### config.mk
export PLATFORM = sky130hd
export DESIGN_NAME = dual_response_matcher_timeout
export DESIGN_NICKNAME = d
export VERILOG_FILES = /design/src/rtl/core/drm_pkg.sv /design/src/rtl/core/drm_suffix_match.sv /design/src/rtl/core/dual_response_matcher_timeout.sv
export SDC_FILE = /design/constraint.sdc
export NUM_CORES = 1
export LEC_CHECK = 0
export ABC_CLOCK_PERIOD_IN_PS = 5920
export BUFFER_PORTS_ARGS = -buffer_cell sky130_fd_sc_hd__buf_2
export CORE_MARGIN = 2
export CORE_UTILIZATION = 30
export CTS_CLUSTER_DIAMETER = 120
export DETAILED_ROUTE_END_ITERATION = 8
export PLACE_DENSITY = 0.49
export SLEW_MARGIN = 40
export SYNTH_ARGS = -nofsm -noshare
export SYNTH_HDL_FRONTEND = slang
export SYNTH_HIERARCHICAL = 1
export SYNTH_SLANG_ARGS = --single-unit
### constraint.sdc
create_clock -name clk -period 5.92 [get_ports clk]
set_input_delay 0.296 -clock clk [delete_from_list [all_inputs] [get_ports clk]]
set_output_delay 0.296 -clock clk [all_outputs]
set_load 0.005 [all_outputs]
### src/rtl/core/drm_pkg.sv
package drm_pkg;

    // Longest answer string held in the receive window, in characters
    localparam int MAX_PATTERN = 8;

    localparam int BYTE_W  = 8;
    localparam int WIN_W   = MAX_PATTERN * BYTE_W;
    localparam int LEN_W   = 4;
    localparam int HELD_W  = $clog2(MAX_PATTERN + 1);
    localparam int IDX_W   = (MAX_PATTERN > 1) ? $clog2(MAX_PATTERN) : 1;
    localparam int MS_W    = 16;
    localparam int CFG_IDX_W  = 3;
    localparam int CFG_DATA_W = 64;

    // Input action codes
    localparam logic [1:0] ACT_START = 2'd0;
    localparam logic [1:0] ACT_BYTE  = 2'd1;
    localparam logic [1:0] ACT_TICK  = 2'd2;

    // Status codes
    localparam logic [1:0] STAT_WAIT    = 2'd0;
    localparam logic [1:0] STAT_FIRST   = 2'd1;
    localparam logic [1:0] STAT_SECOND  = 2'd2;
    localparam logic [1:0] STAT_TIMEOUT = 2'd3;

    // Configuration register indexes
    localparam logic [CFG_IDX_W-1:0] CFG_FIRST_PATTERN  = 3'd0;
    localparam logic [CFG_IDX_W-1:0] CFG_FIRST_LENGTH   = 3'd1;
    localparam logic [CFG_IDX_W-1:0] CFG_SECOND_PATTERN = 3'd2;
    localparam logic [CFG_IDX_W-1:0] CFG_SECOND_LENGTH  = 3'd3;
    localparam logic [CFG_IDX_W-1:0] CFG_TIMEOUT_MS     = 3'd4;

endpackage

### src/rtl/core/drm_suffix_match.sv
module drm_suffix_match
    import drm_pkg::*;
(
    input  logic [WIN_W-1:0]  pattern,
    input  logic [LEN_W-1:0]  length,
    input  logic [WIN_W-1:0]  window,
    input  logic [HELD_W-1:0] held,
    output logic              match
);

    logic [LEN_W-1:0] len_clamped;
    logic [LEN_W-1:0] held_ext;

    // Clamp the length to the window size
    assign len_clamped = (length > LEN_W'(MAX_PATTERN)) ? LEN_W'(MAX_PATTERN) : length;
    assign held_ext    = LEN_W'(held);

    // Window byte i (newest first) against pattern character len-1-i
    always_comb
    begin
        logic [LEN_W-1:0] pos;
        logic [IDX_W-1:0] idx;
        match = (len_clamped <= held_ext);
        for (int i = 0; i < MAX_PATTERN; i++)
        begin
            pos = len_clamped - LEN_W'(i) - LEN_W'(1);
            idx = pos[IDX_W-1:0];
            if (LEN_W'(i) < len_clamped)
            begin
                if (window[i*BYTE_W +: BYTE_W] != pattern[idx*BYTE_W +: BYTE_W])
                begin
                    match = 1'b0;
                end
            end
        end
    end

endmodule

### src/rtl/core/dual_response_matcher_timeout.sv
// An accepted input transaction passes the input register and then the result register.
// Throughput: one transaction per cycle unless the output stalls; the suffix compares,
// the tick counter and the outcome update sit in one stage between those two registers.
// Reset: asynchronous, active low; clears configuration, window, byte count,
// elapsed time and outcome (waiting), and empties both pipeline registers.
module dual_response_matcher_timeout
    import drm_pkg::*;
(
    input  logic                  clk,
    input  logic                  rst_n,
    input  logic                  in_valid,
    output logic                  in_ready,
    input  logic [1:0]            action,
    input  logic [BYTE_W-1:0]     rx_byte,
    output logic                  out_valid,
    input  logic                  out_ready,
    output logic [1:0]            status,
    input  logic                  cfg_valid,
    output logic                  cfg_ready,
    input  logic [CFG_IDX_W-1:0]  cfg_index,
    input  logic [CFG_DATA_W-1:0] cfg_data
);

    // Configuration
    logic [WIN_W-1:0] first_pattern_reg;
    logic [LEN_W-1:0] first_length_reg;
    logic [WIN_W-1:0] second_pattern_reg;
    logic [LEN_W-1:0] second_length_reg;
    logic [MS_W-1:0]  timeout_ms_reg;

    // Input stage
    logic              in_valid_reg;
    logic [1:0]        action_reg;
    logic [BYTE_W-1:0] rx_byte_reg;

    // Wait state
    logic [WIN_W-1:0]  recent_bytes_reg, recent_bytes_next;
    logic [HELD_W-1:0] bytes_held_reg, bytes_held_next;
    logic [MS_W-1:0]   elapsed_ms_reg, elapsed_ms_next;
    logic [1:0]        outcome_reg, outcome_next;

    // Result stage
    logic       out_valid_reg;
    logic [1:0] status_reg;

    logic              advance;
    logic              proc;
    logic [WIN_W-1:0]  window_shift;
    logic [HELD_W-1:0] held_inc;
    logic [MS_W-1:0]   elapsed_inc;
    logic              first_hit;
    logic              second_hit;

    assign advance   = !out_valid_reg || out_ready;
    assign proc      = in_valid_reg && advance;
    assign in_ready  = !in_valid_reg || advance;
    assign out_valid = out_valid_reg;
    assign status    = status_reg;
    assign cfg_ready = 1'b1;

    // Shift the new byte in and count it
    assign window_shift = {recent_bytes_reg[WIN_W-BYTE_W-1:0], rx_byte_reg};
    assign held_inc     = (bytes_held_reg < HELD_W'(MAX_PATTERN)) ?
                          bytes_held_reg + HELD_W'(1) : bytes_held_reg;
    assign elapsed_inc  = (elapsed_ms_reg != {MS_W{1'b1}}) ?
                          elapsed_ms_reg + MS_W'(1) : elapsed_ms_reg;

    drm_suffix_match u_first_match (
        .pattern (first_pattern_reg),
        .length  (first_length_reg),
        .window  (window_shift),
        .held    (held_inc),
        .match   (first_hit)
    );

    drm_suffix_match u_second_match (
        .pattern (second_pattern_reg),
        .length  (second_length_reg),
        .window  (window_shift),
        .held    (held_inc),
        .match   (second_hit)
    );

    // Next wait state for the item in the input stage
    always_comb
    begin
        recent_bytes_next = recent_bytes_reg;
        bytes_held_next   = bytes_held_reg;
        elapsed_ms_next   = elapsed_ms_reg;
        outcome_next      = outcome_reg;
        unique case (action_reg)
            ACT_START:
            begin
                recent_bytes_next = '0;
                bytes_held_next   = '0;
                elapsed_ms_next   = '0;
                outcome_next      = STAT_WAIT;
            end
            ACT_BYTE:
            begin
                if (outcome_reg == STAT_WAIT)
                begin
                    recent_bytes_next = window_shift;
                    bytes_held_next   = held_inc;
                    if (first_hit)
                    begin
                        outcome_next = STAT_FIRST;
                    end
                    else if (second_hit)
                    begin
                        outcome_next = STAT_SECOND;
                    end
                end
            end
            ACT_TICK:
            begin
                if (outcome_reg == STAT_WAIT)
                begin
                    elapsed_ms_next = elapsed_inc;
                    if (elapsed_inc >= timeout_ms_reg)
                    begin
                        outcome_next = STAT_TIMEOUT;
                    end
                end
            end
            default:
            begin
                outcome_next = outcome_reg;
            end
        endcase
    end

    // Write configuration registers
    always_ff @(posedge clk or negedge rst_n)
    begin
        if (!rst_n)
        begin
            first_pattern_reg  <= '0;
            first_length_reg   <= '0;
            second_pattern_reg <= '0;
            second_length_reg  <= '0;
            timeout_ms_reg     <= '0;
        end
        else if (cfg_valid && cfg_ready)
        begin
            unique case (cfg_index)
                CFG_FIRST_PATTERN:  first_pattern_reg  <= cfg_data[WIN_W-1:0];
                CFG_FIRST_LENGTH:   first_length_reg   <= cfg_data[LEN_W-1:0];
                CFG_SECOND_PATTERN: second_pattern_reg <= cfg_data[WIN_W-1:0];
                CFG_SECOND_LENGTH:  second_length_reg  <= cfg_data[LEN_W-1:0];
                CFG_TIMEOUT_MS:     timeout_ms_reg     <= cfg_data[MS_W-1:0];
                default:            timeout_ms_reg     <= timeout_ms_reg;
            endcase
        end
    end

    // Hold control of the input and result stages
    always_ff @(posedge clk or negedge rst_n)
    begin
        if (!rst_n)
        begin
            in_valid_reg  <= 1'b0;
            out_valid_reg <= 1'b0;
        end
        else
        begin
            if (in_ready)
            begin
                in_valid_reg <= in_valid;
            end
            if (advance)
            begin
                out_valid_reg <= in_valid_reg;
            end
        end
    end

    // Capture the input transaction
    always_ff @(posedge clk)
    begin
        if (in_valid && in_ready)
        begin
            action_reg  <= action;
            rx_byte_reg <= rx_byte;
        end
    end

    // Advance the wait state
    always_ff @(posedge clk or negedge rst_n)
    begin
        if (!rst_n)
        begin
            recent_bytes_reg <= '0;
            bytes_held_reg   <= '0;
            elapsed_ms_reg   <= '0;
            outcome_reg      <= STAT_WAIT;
        end
        else if (proc)
        begin
            recent_bytes_reg <= recent_bytes_next;
            bytes_held_reg   <= bytes_held_next;
            elapsed_ms_reg   <= elapsed_ms_next;
            outcome_reg      <= outcome_next;
        end
    end

    // Load the result
    always_ff @(posedge clk)
    begin
        if (proc)
        begin
            status_reg <= outcome_next;
        end
    end

`ifndef SYNTHESIS
    a_outcome_final: assert property (@(posedge clk) disable iff (!rst_n)
        (proc && action_reg != ACT_START && outcome_reg != STAT_WAIT)
        |=> outcome_reg == $past(outcome_reg))
        else $error("final outcome changed without a start");

    a_held_bound: assert property (@(posedge clk) disable iff (!rst_n)
        bytes_held_reg <= HELD_W'(MAX_PATTERN))
        else $error("byte count beyond window size");

    a_start_clears: assert property (@(posedge clk) disable iff (!rst_n)
        (proc && action_reg == ACT_START)
        |=> (outcome_reg == STAT_WAIT && bytes_held_reg == '0 && elapsed_ms_reg == '0))
        else $error("start did not clear the wait state");

    a_status_tracks: assert property (@(posedge clk) disable iff (!rst_n)
        proc |=> (out_valid_reg && status_reg == outcome_reg))
        else $error("result does not match the updated outcome");
`endif

endmodule
==> qor.txt <==
Largest net degree at the start of global routing -> 135
Hold Path Class -> in2reg
Nets -> 1874
Status -> finished clean
Final Skew -> 19.1 ps
Via/cell ratio -> 5.80
Post-Syn Area per Cell -> 10.9 um2
Final setup viols -> 0
Maximum clock path buffer count -> 3
CP Capture Type -> register
Async SR Flop Fraction -> 95.1%
Reg2reg start -> second_length_reg[3]
Non-filler cells, final -> 2564
Critical Path Source -> second_length_reg[3]
Die H -> 250 um
Peak Freq -> 202 MHz
WP data required -> 6410 ps
Most used cell, CP -> nor4_1
Pleak -> 0.00872 uW
Period utilization -> 83.7%
Layout cell share with drive strength beyond 1 -> 25.8%
Clk sinks -> 244
RSZ-0062 raised after global routing -> no
Antenna viol nets, final -> 0
Area grow syn2layout -> 15.0%
Final Wtd Congestion -> 0.995
Seq/Total Area, Yosys -> 34.0%
Total wire length -> 75000 um
Largest stage delay on the critical path -> 550 ps
Synth Flop Type -> dfrtp_1
Total Neg Setup Slack -> 0 ps
Cell area after placement -> 19300 um2
Post-route cell area -> 20900 um2
Die area -> 62500 um2
TritonRoute pass-1 iters -> 7
Min-delay src -> cfg_data[28]
Syn Nets -> 1782
Fin. Hold Viols -> 0
R2R Setup Slk -> 960 ps
Core box area -> 60100 um2
Minimum clock period -> 4960 ps
Vias in the first global route -> 14390
H-tree depth -> 1
Worst Max-Slew Pin Slew -> 902 ps
Register area -> 6170 um2
Post-CTS resize count -> 0
CP Cell Sequence -> buf_4, and2b_1, inv_2, ha_1, clkinv_1, a2111oi_0, nor4_1, xor2_1, nor4_1, a41o_1, a41oi_1, o32ai_1, o2111a_1, nor3b_1, o31ai_1, and3_1, a311oi_1
Max cap viols -> 0
#FFs+latches synth -> 244
Slew headroom -> 39.6%
CP delay by family, top -> compound AO/OA/AOI/OAI gates
Hpwl dp -> 56300 um
Combined area of the multi-input logic cells -> 11300 um2
WS Path Type -> reg2reg
IO Port Bufs -> 85
Vias -> 14873
Cell count after synthesis -> 1666
Initial antenna violation count -> 2
Initial Utilization -> 30.2%
Hold Buf Count CTS -> 49
Fill count -> 6079
CP Max Fanout -> 20
Iteration-0 DRC Markers -> 1647
Setup Fix Bufs, Post-CTS -> 0
Gr usage total -> 23.7%
Slew Viols, Final -> 0
# placed instances -> 2456
Horiz. Die Dim -> 250 um
Distinct cell type count after synthesis -> 92
Clock transition at path regs -> 70 ps
Final core occ -> 34.7%
EDFF count, synth -> 12
Average wire per standard cell -> 29.2 um
Worst-Skew Late Latency -> 580 ps
Core Rows -> 90
Io pins -> 87
Post-Syn Area -> 18200 um2
CP arrival -> 5450 ps
CTS buffer count -> 30
Ys Warns -> 6
DRC -> 0
CP Launch Type -> register
Root buffer cell -> clkbuf_16
Remaining global-route overflow -> 0
Worst Path Buf+Inv -> 3
Peak supply drop -> 0.275 mV
First-pass GRT wire length -> 108000 um
CTS tree -> yes
P per Cell Area -> 436 nW/um2
Critical-path top delay cell -> ha_1
[cells in the final DEF, fill, tap and decap left out, drive strengths merged, types with 34 or more instances in the layout]
master,count
dfrtp,232
nand2,199
mux2,150
buf,120
xnor2,116
mux4,108
xor2,93
nand3,80
mux2i,73
dlygate4sd3,50
a211oi,48
nor2,41
inv,40
clkbuf,40
o21ai,37
a21oi,35
ha,34
[cells by family after synthesis]
group	count (synthesis)	share of synthesized area (%)
xor gates and xnor gates	209	10.1
AOI/OAI and AO/OA	216	8.56
buffers and inverters	149	4.11
adders and majority gates	34	2.34
DFF	244	34.0
muxes	331	26.9
and+or+nand+nor	482	14.0
other	1	0.0207
[synth_stat cells (all sizes together), types with 6 or more instances]
cell type / count / share of area (%)
a2111oi: 15 / 0.76
a211oi: 48 / 2.0
a21oi: 35 / 0.96
a221oi: 13 / 0.63
a22oi: 6 / 0.25
and3b: 32 / 1.5
buf: 64 / 2.3
clkbuf: 46 / 0.95
dfrtp: 232 / 32
edfxtp: 12 / 2.0
ha: 34 / 2.3
inv: 38 / 0.84
mux2: 150 / 9.3
mux2i: 73 / 4.0
mux4: 108 / 14
nand2: 199 / 4.1
nand2b: 10 / 0.43
nand3: 80 / 2.3
nand4: 32 / 1.4
nor2: 41 / 0.86
nor3: 24 / 0.72
nor4: 26 / 1.0
o21ai: 37 / 1.0
o22ai: 7 / 0.24
xnor2: 116 / 5.6
xor2: 93 / 4.5
[power breakdown]
group | total [uW] | internal [uW] | switching [uW]
combinational | 4350 | 2000 | 2350
clock | 1950 | 1160 | 793
sequential | 2790 | 2000 | 790
[worst paths after layout]
| check | to | cells past startpoint |
|---|---|---|
| setup / recovery | outcome_reg[1] | 17 |
| hold / removal | second_pattern_reg[28] | 2 |
| setup reg to reg | outcome_reg[1] | 17 |
| hold reg to reg | bytes_held_reg[2] | 2 |
| max in group asynchronous | recent_bytes_reg[46] | 4 |
| min in group asynchronous | first_pattern_reg[19] | 2 |
[stage by stage]
| stage | power, uW | hold slack, ps | worst slack, ps |
|---|---|---|---|
| after global routing | 9490 | 2.65 | 547 |
| final | 9090 | 20.3 | 962 |
| after floorplan | 5520 | 0.409 | 1070 |
| after detailed placement | 7020 | 375 | 1040 |
| after CTS | 9030 | 1.10 | 1010 |
| after global placement | 6990 | 365 | 1070 |
[layer usage]
layer / vias to the layer above / wire length, um / track usage, %
met5: - / 37 / 0
met4: 2 / 2850 / 8.42
met3: 137 / 6030 / 4.50
met2: 698 / 34200 / 37.2
met1: 7632 / 31900 / 32.6
li1: 6404 / - / -
[cell type report]
| class | instances | share of cell area [%] |
|---|---|---|
| Clock inverter | 15 | 0.809 |
| Sequential cell | 244 | 29.5 |
| Timing Repair Buffer | 170 | 6.03 |
| Antenna cell | 1 | 0.0120 |
| Multi-Input combinational cell | 1273 | 54.0 |
| Tap cell | 782 | 4.69 |
| Clock buffer | 40 | 4.17 |
| Inverter | 39 | 0.749 |
[worst register-to-register path: stages, from the launching register on]
cell	delay, ps
dfrtp_1	440
buf_4	230
and2b_1	260
inv_2	140
ha_1	550
clkinv_1	480
a2111oi_0	540
nor4_1	110
xor2_1	180
nor4_1	350
a41o_1	220
a41oi_1	110
o32ai_1	130
o2111a_1	270
nor3b_1	230
o31ai_1	150
and3_1	240
a311oi_1	230
Note: power is estimated with default switching activity, not from simulation.
